**src/rtl/lifd_pkg.sv**
```systemverilog
package lifd_pkg;

  localparam logic [5:0] ADDR_RESET = 6'd46;
  localparam logic [5:0] ADDR_MAX = 6'd50;
  localparam logic [5:0] ADDR_RESP_LO = 6'd46;
  localparam logic [5:0] ADDR_RESP_HI = 6'd48;

  localparam logic [3:0] FRAME_LEN_OK = 4'd6;
  localparam logic [7:0] HDR_A = 8'h81;
  localparam logic [7:0] HDR_B = 8'h00;

  localparam logic [8:0] HOLD_UP = 9'd6;
  localparam logic [8:0] HOLD_DOWN = 9'd2;
  localparam logic [8:0] HOLD_CEIL = 9'd500;

  localparam logic [5:0] CODE_OVERLOAD = 6'h39;
  localparam logic [5:0] CODE_SPECIAL_LO = 6'h33;
  localparam logic [5:0] CODE_SPECIAL_HI = 6'h3B;
  localparam logic [5:0] CODE_SUB_LO = 6'h29;
  localparam logic [5:0] CODE_SUB_HI = 6'h31;
  localparam logic [5:0] CODE_SEISMIC = 6'h33;
  localparam logic [5:0] CODE_FIREMAN = 6'h35;
  localparam logic [5:0] CODE_MAINT = 6'h37;
  localparam logic [5:0] CODE_EVAC = 6'h38;
  localparam logic [5:0] CODE_FIRE = 6'h39;
  localparam logic [5:0] CODE_LADING = 6'h3B;

  localparam logic [7:0] FLAG_OVERLOAD = 8'h01;
  localparam logic [7:0] FLAG_FIRE = 8'h02;
  localparam logic [7:0] FLAG_MAINT = 8'h04;
  localparam logic [7:0] FLAG_FIREMAN = 8'h08;
  localparam logic [7:0] FLAG_EVAC = 8'h10;
  localparam logic [7:0] FLAG_LADING = 8'h20;
  localparam logic [7:0] FLAG_SEISMIC = 8'h40;
  localparam logic [7:0] FLAG_ERROR = 8'h80;

  localparam logic [5:0] SYM_HYPHEN = 6'd22;
  localparam logic [1:0] RESP_PREFIX = 2'b10;

  localparam logic [1:0] STATUS_DECODED = 2'd0;
  localparam logic [1:0] STATUS_IGNORED = 2'd1;
  localparam logic [1:0] STATUS_MALFORMED = 2'd2;

  typedef struct packed {
    logic [10:0] frame_id;
    logic [3:0]  frame_len;
    logic [7:0]  header_first;
    logic [7:0]  header_second;
    logic [7:0]  message_byte;
    logic [7:0]  floor_byte;
    logic [7:0]  signal_byte;
  } lifd_in_t;

  typedef struct packed {
    logic [1:0] status;
    logic [5:0] floor_number;
    logic [1:0] symbol_count;
    logic [5:0] first_symbol;
    logic [5:0] second_symbol;
    logic [7:0] mode_flags;
    logic [1:0] direction;
    logic       gong_on;
    logic       cabin_moving;
    logic       respond;
    logic [7:0] response_id;
  } lifd_out_t;

  typedef struct packed {
    logic [8:0] hold_count;
    logic [7:0] mode_bits;
    logic [5:0] shown_floor;
    logic [1:0] text_length;
    logic [5:0] text_first;
    logic [5:0] text_second;
    logic [1:0] arrow_state;
    logic       gong_state;
    logic       moving_state;
  } lifd_state_t;

endpackage

```
**src/rtl/lift_indicator_frame_decoder.sv**
```systemverilog
// Lift indicator frame decoder.
// The input channel (in_valid, in_ready, in_data) carries one received bus
// frame per request. The output channel (out_valid, out_ready, out_data)
// returns exactly one result per frame, in order, with a decode status, the
// display state and the acknowledge information.
// The indicator address is written through cfg_we and cfg_wdata; values above
// 50 are clamped to 50. Write it only while no frame is in flight.
// A frame is registered in the input stage on acceptance, decoded against the
// held state and placed in the output register once that register is free or
// being emptied; out_valid rises when the output register is loaded.
// Without an output stall one frame can be accepted every cycle; the rate is
// set by the single decode stage that updates hold counter and display state.
// Synchronous reset clears both stages, the hold counter, the mode flags and
// the display state, and restores the indicator address to 46.
// When the receiver holds out_ready low, the result waits in the output
// register and the input stage holds one more frame; in_ready then drops.
module lift_indicator_frame_decoder import lifd_pkg::*; (
  input  logic       clk,
  input  logic       rst_n,
  input  logic       in_valid,
  output logic       in_ready,
  input  lifd_in_t   in_data,
  output logic       out_valid,
  input  logic       out_ready,
  output lifd_out_t  out_data,
  input  logic       cfg_we,
  input  logic [5:0] cfg_wdata
);

  logic        s1_valid_r;
  lifd_in_t    s1_data_r;
  logic        out_valid_r;
  lifd_out_t   out_data_r;
  lifd_state_t state_r;
  lifd_state_t state_nxt;
  lifd_out_t   result_nxt;
  logic [5:0]  addr_r;
  logic        advance;

  assign advance = s1_valid_r && (!out_valid_r || out_ready);
  assign in_ready = !s1_valid_r || advance;
  assign out_valid = out_valid_r;
  assign out_data = out_data_r;

  lifd_decode u_decode (
    .frame      (s1_data_r),
    .state      (state_r),
    .addr       (addr_r),
    .state_nxt  (state_nxt),
    .result_nxt (result_nxt)
  );

  always_ff @(posedge clk) begin
    if (!rst_n) begin
      s1_valid_r <= 1'b0;
      out_valid_r <= 1'b0;
      state_r <= '0;
      addr_r <= ADDR_RESET;
    end else begin
      if (cfg_we) begin
        addr_r <= (cfg_wdata > ADDR_MAX) ? ADDR_MAX : cfg_wdata;
      end
      if (in_ready) begin
        s1_valid_r <= in_valid;
      end
      if (advance) begin
        state_r <= state_nxt;
        out_valid_r <= 1'b1;
      end else if (out_ready) begin
        out_valid_r <= 1'b0;
      end
    end
  end

  always_ff @(posedge clk) begin
    if (in_valid && in_ready) begin
      s1_data_r <= in_data;
    end
    if (advance) begin
      out_data_r <= result_nxt;
    end
  end

endmodule

```
**src/rtl/lifd_decode.sv**
```systemverilog
module lifd_decode import lifd_pkg::*; (
  input  lifd_in_t    frame,
  input  lifd_state_t state,
  input  logic [5:0]  addr,
  output lifd_state_t state_nxt,
  output lifd_out_t   result_nxt
);

  function automatic logic [8:0] hold_attack(input logic [8:0] h);
    logic [9:0] s;
    s = {1'b0, h} + {1'b0, HOLD_UP};
    return (s > {1'b0, HOLD_CEIL}) ? HOLD_CEIL : s[8:0];
  endfunction

  function automatic logic [7:0] special_flag(input logic [5:0] code);
    logic [7:0] f;
    case (code)
      CODE_SEISMIC: f = FLAG_SEISMIC;
      CODE_FIREMAN: f = FLAG_FIREMAN;
      CODE_MAINT:   f = FLAG_MAINT;
      CODE_EVAC:    f = FLAG_EVAC;
      CODE_FIRE:    f = FLAG_FIRE;
      CODE_LADING:  f = FLAG_LADING;
      default:      f = FLAG_ERROR;
    endcase
    return f;
  endfunction

  function automatic logic [5:0] tens_of(input logic [5:0] code);
    logic [5:0] t;
    if (code >= 6'd40) t = 6'd4;
    else if (code >= 6'd30) t = 6'd3;
    else if (code >= 6'd20) t = 6'd2;
    else if (code >= 6'd10) t = 6'd1;
    else t = 6'd0;
    return t;
  endfunction

  logic       id_match;
  logic       len_ok;
  logic       hdr_ok;
  logic [1:0] status;
  logic [5:0] msg_code;
  logic [5:0] flr_code;
  logic       overload;
  logic       special;
  logic       ordinary;
  logic [8:0] hold_1;
  logic [7:0] mode_1;
  logic [5:0] tens;
  logic       respond;

  assign id_match = (frame.frame_id == {5'd0, addr});
  assign len_ok = (frame.frame_len == FRAME_LEN_OK);
  assign hdr_ok = (frame.header_first == HDR_A) && (frame.header_second == HDR_B);
  assign msg_code = frame.message_byte[5:0];
  assign flr_code = frame.floor_byte[5:0];
  assign overload = (msg_code == CODE_OVERLOAD);
  assign special = (flr_code >= CODE_SPECIAL_LO) && (flr_code <= CODE_SPECIAL_HI);
  assign ordinary = (flr_code <= CODE_SUB_HI);
  assign hold_1 = overload ? hold_attack(state.hold_count) : state.hold_count;
  assign mode_1 = overload ? (state.mode_bits | FLAG_OVERLOAD) : state.mode_bits;
  assign tens = tens_of(flr_code);
  assign respond = (addr >= ADDR_RESP_LO) && (addr <= ADDR_RESP_HI) && !frame.signal_byte[7];

  always_comb begin
    if (!id_match) begin
      status = STATUS_IGNORED;
    end else if (!len_ok) begin
      status = STATUS_MALFORMED;
    end else if (!hdr_ok) begin
      status = STATUS_IGNORED;
    end else begin
      status = STATUS_DECODED;
    end
  end

  always_comb begin
    state_nxt = state;
    if (status == STATUS_DECODED) begin
      state_nxt.hold_count = hold_1;
      state_nxt.mode_bits = mode_1;
      if (special) begin
        state_nxt.hold_count = hold_attack(hold_1);
        state_nxt.mode_bits = (mode_1 & FLAG_OVERLOAD) | special_flag(flr_code);
      end else if (ordinary) begin
        // Release only acts on a nonzero counter; reaching zero drops every flag.
        if (hold_1 != 9'd0) begin
          if (hold_1 <= HOLD_DOWN) begin
            state_nxt.hold_count = 9'd0;
            state_nxt.mode_bits = 8'd0;
          end else begin
            state_nxt.hold_count = hold_1 - HOLD_DOWN;
          end
        end
        if (flr_code >= CODE_SUB_LO) begin
          state_nxt.text_length = 2'd2;
          state_nxt.text_first = SYM_HYPHEN;
          state_nxt.text_second = flr_code - CODE_SUB_LO + 6'd1;
        end else if (flr_code < 6'd10) begin
          state_nxt.text_length = 2'd1;
          state_nxt.text_first = flr_code;
          state_nxt.text_second = 6'd0;
        end else begin
          state_nxt.text_length = 2'd2;
          state_nxt.text_first = tens;
          state_nxt.text_second = flr_code - 6'(tens * 6'd10);
        end
        state_nxt.shown_floor = flr_code;
      end
      state_nxt.gong_state = frame.signal_byte[2];
      state_nxt.moving_state = frame.signal_byte[4];
      state_nxt.arrow_state = frame.signal_byte[1:0];
    end
  end

  always_comb begin
    result_nxt = '0;
    result_nxt.status = status;
    result_nxt.response_id = {RESP_PREFIX, addr};
    if (status == STATUS_DECODED) begin
      result_nxt.floor_number = state_nxt.shown_floor;
      result_nxt.symbol_count = state_nxt.text_length;
      result_nxt.first_symbol = state_nxt.text_first;
      result_nxt.second_symbol = state_nxt.text_second;
      result_nxt.mode_flags = state_nxt.mode_bits;
      result_nxt.direction = state_nxt.arrow_state;
      result_nxt.gong_on = state_nxt.gong_state;
      result_nxt.cabin_moving = state_nxt.moving_state;
      result_nxt.respond = respond;
    end
  end

endmodule

```
**config.mk**
```make
export PLATFORM = sky130hd
export DESIGN_NAME = lift_indicator_frame_decoder
export DESIGN_NICKNAME = d
export VERILOG_FILES = /design/src/rtl/lifd_pkg.sv /design/src/rtl/lift_indicator_frame_decoder.sv /design/src/rtl/lifd_decode.sv
export SDC_FILE = /design/constraint.sdc
export NUM_CORES = 1
export LEC_CHECK = 0
export BUFFER_PORTS_ARGS = -buffer_cell sky130_fd_sc_hd__buf_2
export CORE_ASPECT_RATIO = 1.2
export CORE_MARGIN = 1
export CORE_UTILIZATION = 31
export DETAILED_ROUTE_END_ITERATION = 10
export SYNTH_ARGS = -nofsm -noshare
export SYNTH_HDL_FRONTEND = slang
export SYNTH_HIERARCHICAL = 1
export SYNTH_SLANG_ARGS = --single-unit
export TNS_END_PERCENT = 30
```
**constraint.sdc**
```tcl
create_clock -name clk -period 5.5 [get_ports clk]
set_clock_uncertainty 0.1 [all_clocks]
set_input_delay 0.275 -clock clk [delete_from_list [all_inputs] [get_ports clk]]
set_output_delay 0.275 -clock clk [all_outputs]
set_load 0.005 [all_outputs]
```
After elaboration in Yosys (flattened, before gate mapping):

Cells that the tools add are included.

* add/subtract/negate cells: 6
* $mul: 1
* $lt $le $gt $ge: 15
* eq/ne operators: 10
* multiplexer cells: 26
* bitwise gates (word level): 1
* reduce and logical (&&, ||, !) cells: 16

Operator list (count)
* $pmux 8 s6: 1
* $eq 6x6->1 const B: 7
* $mux 37: 1
* $mux 9: 4
* $mux 17: 2
* $mux 32: 1
* $mux 14: 2
* $ge 6x6->1 const B: 4
* $mux 6: 4
* $mux 8: 3
* $add 9x3->10 const B: 2
* $gt 10x9->1 const B: 2
* $mux 20: 1
* $le 6x6->1 const B: 3
* $ge 6x5->1 const B: 2
* $eq 11x6->1: 1
* $le 9x2->1 const B: 1
* $reduce_bool 9->1: 1
* $sub 9x2->9 const B: 1
* $eq 8x8->1 const B: 1
* $logic_not 8->1: 1
* $or 1x8->8: 1
* $add 6x1->6 const B: 1
* $ge 6x4->1 const B: 1
* 14 further kinds: 27

* flip-flop bits (word level): 141
* input bits: 66
* output and inout bits: 45
* logic and storage cells: 105

Longest topological paths before layout:

* depth after elaboration: 12
* depth in mapped cells: 20
* gate-level depth less buffers: 18

Hierarchy:

The synthesis kept the hierarchy.

By module, submodules not included
* lift_indicator_frame_decoder: instances 1, cells each 323, area each 4973.5 um^2, sequential area each 3923.8 um^2
* lifd_decode: instances 1, cells each 423, area each 2591.2 um^2, sequential area each 0.0 um^2

Least setup slack after synthesis:

OpenSTA, ideal clock, no wires.

* kind: register to register
* start: reg state_r[33] in the netlist's numbering
* end: reg state_r[30] in the netlist's numbering
* library setup time: 0.123 ns
* arrival time: 3.680 ns
* data required time: 5.277 ns
* setup slack: 1.598 ns
* stages on the path, launching flop included: 20
* path buffers: 3
* period minus slack after synthesis: 3.902 ns
* path through: dfxtp_1 buf_4 inv_1 ha_1 buf_6 or3b_1 a211oi_2 o311ai_2 o21ai_4 nand2b_1 o21a_1 ha_1 clkbuf_1 o21ai_1 a211oi_2 a31oi_2 nand2b_4 a22o_1 nand3_1 a21boi_0

RTL lines
* start: declaration: line lift_indicator_frame_decoder.sv:34 `lifd_state_t state_r;`
* start signal: assignment: line lift_indicator_frame_decoder.sv:67 `state_r <= state_nxt;`

==> reports/qor.yml <==
run_status:
  status: "finished, final reports clean"
clock_network:
  cts.sinks: 136
  cts_max_level: 4
  cts_max_path_buffers: 2
  root_buffer: "clkbuf_16"
  post_cts_buffers: 0
  insertion_delay_ns: 0.43
  cts_tree: "done"
  numCtsBuffers: 17
  cts.clk_slew.worst_paths_ns: 0.06
pwr:
  total_power_uw: 2570
  p_leak_uw: 0.00327
  ir_worst_vdd_mv: 0.350
  power.density_nw_per_um2: 288
timing:
  fmax_mhz: 219
  maxSlewHeadroom_pct: 26.5
  finalSetupTns_ns: 0
  tightest_slew_ns: 1.10
  hold_violations: 0
  period_minus_slack_ns: 4.56
  rsz0062_at_grt: "no"
  fin_crit_sh_pct: 82.8
  slew_viol_final: 0
  setup_viol: 0
setup_path:
  r2r_start: "state_r[33]"
  crit_type: "reg2reg"
  cp-startpoint: "state_r[33]"
  crit_arrival_ns: 4.81
  worst_ep_required_time_ns: 5.75
  end_kind: "flip-flop"
  path_max_fanout: 11
  worstSetupStartpointType: "flip-flop"
detailed_routing:
  routed_wl_mm: 18.7
  route.detailed.drc: 0
  vias: 5981
  viasPerCell: 5.15
  dr.pass1.iters: 4
  wl_met3_mm: 1.08
  postRouteAntennaNets: 0
  highest_layer: "met4"
  dr_wl_met2_mm: 9.10
  detail_route.iter0.violations: 385
  wl_per_cell_um: 16.1
  wl_met1_mm: 8.11
floorplan:
  start_util_pct: 31.7
  dieArea_um2: 23800
  io_pins: 111
  dieWidth_um: 141
  die_h_um: 169
  fp.coreArea_um2: 22600
  row_count: 60
placed_design:
  hpwl_mm: 11.7
  gp_congestion: 0.893
  io_buffers: 103
global_routing:
  grt_pass1_vias: 5880
  grt_pass1_wl_mm: 30.4
  antenna_found_initial: 0
  grt-ovfl-total: 0
  track_usage_pct: 16.3
  grt_max_degree: 49
cells_and_area:
  utilization_pct: 39.6
  area_growth_pct: 24.6
  nNetsFinal: 916
  drive_above_1_share_pct: 19.5
  n_antenna_cell: 0
yosys:
  syn_area_um2: 7170
  syn_nets: 796
  synth_cells: 719
  ys.warnings.count: 6
  avgSynthCellArea_um2: 9.98
job:
  drv_cap: 0
worst_hold_path:
  hold_path_class: "in2reg"
  min-delay-start: "cfg_wdata[5]"
[critical path, cell delays in order (launching register included)]
cell,delay (ns)
dfxtp_1,0.50
inv_1,0.08
ha_1,0.32
or3b_1,0.42
a211oi_2,0.20
o311ai_2,0.18
o21ai_4,0.30
nand2b_1,0.20
o22ai_1,0.13
ha_1,0.36
nand2b_1,0.22
a21oi_1,0.20
a211oi_2,0.09
a31oi_2,0.49
nand2b_4,0.28
nand2_1,0.06
o21ai_1,0.07
nand3_1,0.09
a21boi_1,0.16
[stage by stage]
step / std cells / instance area (um^2) / hold slack, ns / worst slack (ns)
final: 1162 / 8940 / 0.0231 / 0.944
after detailed placement: 1081 / 7820 / 0.353 / 0.994
after CTS: 1162 / 8940 / 0.00512 / 0.975
after global placement: 1081 / 7820 / 0.351 / 0.991
after floorplan: 719 / 7170 / 0.274 / 1.60
after global routing: 1162 / 8940 / 0.0287 / 0.580
[final timing paths]
check             slack [ns]     endpoint  cells past startpoint
setup / recovery        0.94  state_r[25]                     18
hold / removal          0.02    addr_r[5]                      3
setup reg to reg        0.94  state_r[25]                     18
hold reg to reg         0.39   state_r[9]                      2
[sequential cells by signal, indices dropped and copies added, names as in the netlist]
register	flops
state_r	37
s1_data_r	48
out_valid	1
out_data	43
addr_r	6
s1_valid_r	1
[placed cells by master (no fill, tap or decap), types with 10 or more instances in the layout]
| cell | n |
|---|---|
| and3_1 | 11 |
| dlygate4sd3_1 | 49 |
| xor2_1 | 12 |
| nor4_1 | 11 |
| nand2_1 | 73 |
| and2_1 | 13 |
| edfxtp_1 | 91 |
| inv_1 | 11 |
| dfxtp_1 | 45 |
| clkbuf_16 | 17 |
| nor2_1 | 39 |
| nor3_1 | 11 |
| o21ai_1 | 25 |
| a21boi_1 | 33 |
| a21oi_1 | 34 |
| o21ai_0 | 47 |
| buf_2 | 103 |
| ha_1 | 10 |
| nand3_1 | 51 |
[metal layers]
layer | vias to the layer above | track usage, %
met2 | 196 | 27.2
li1 | 2889 | -
met5 | - | 0
met4 | 0 | 7.23
met3 | 31 | 3.93
met1 | 2865 | 20.0
[cell type report]
cell class,instances,area (um^2)
clock buffers,19,433
inverters,13,48.8
clock inverters,13,194
fillers,2218,13700
multi-input cells,510,3170
well taps,310,388
repair buffers,161,1070
flip-flops and latches,136,3630
[report_power, final]
part	switching, uW	internal, uW
sequential	21.9	1130
combinational	109	83.8
clock	465	765
[repair_timing]
action / CTS / global route
resized for setup: 0 / 0
endpoints found under the hold margin: 49 / 0
hold buffers: 49 / 0
(Power assumes the default switching activity.)
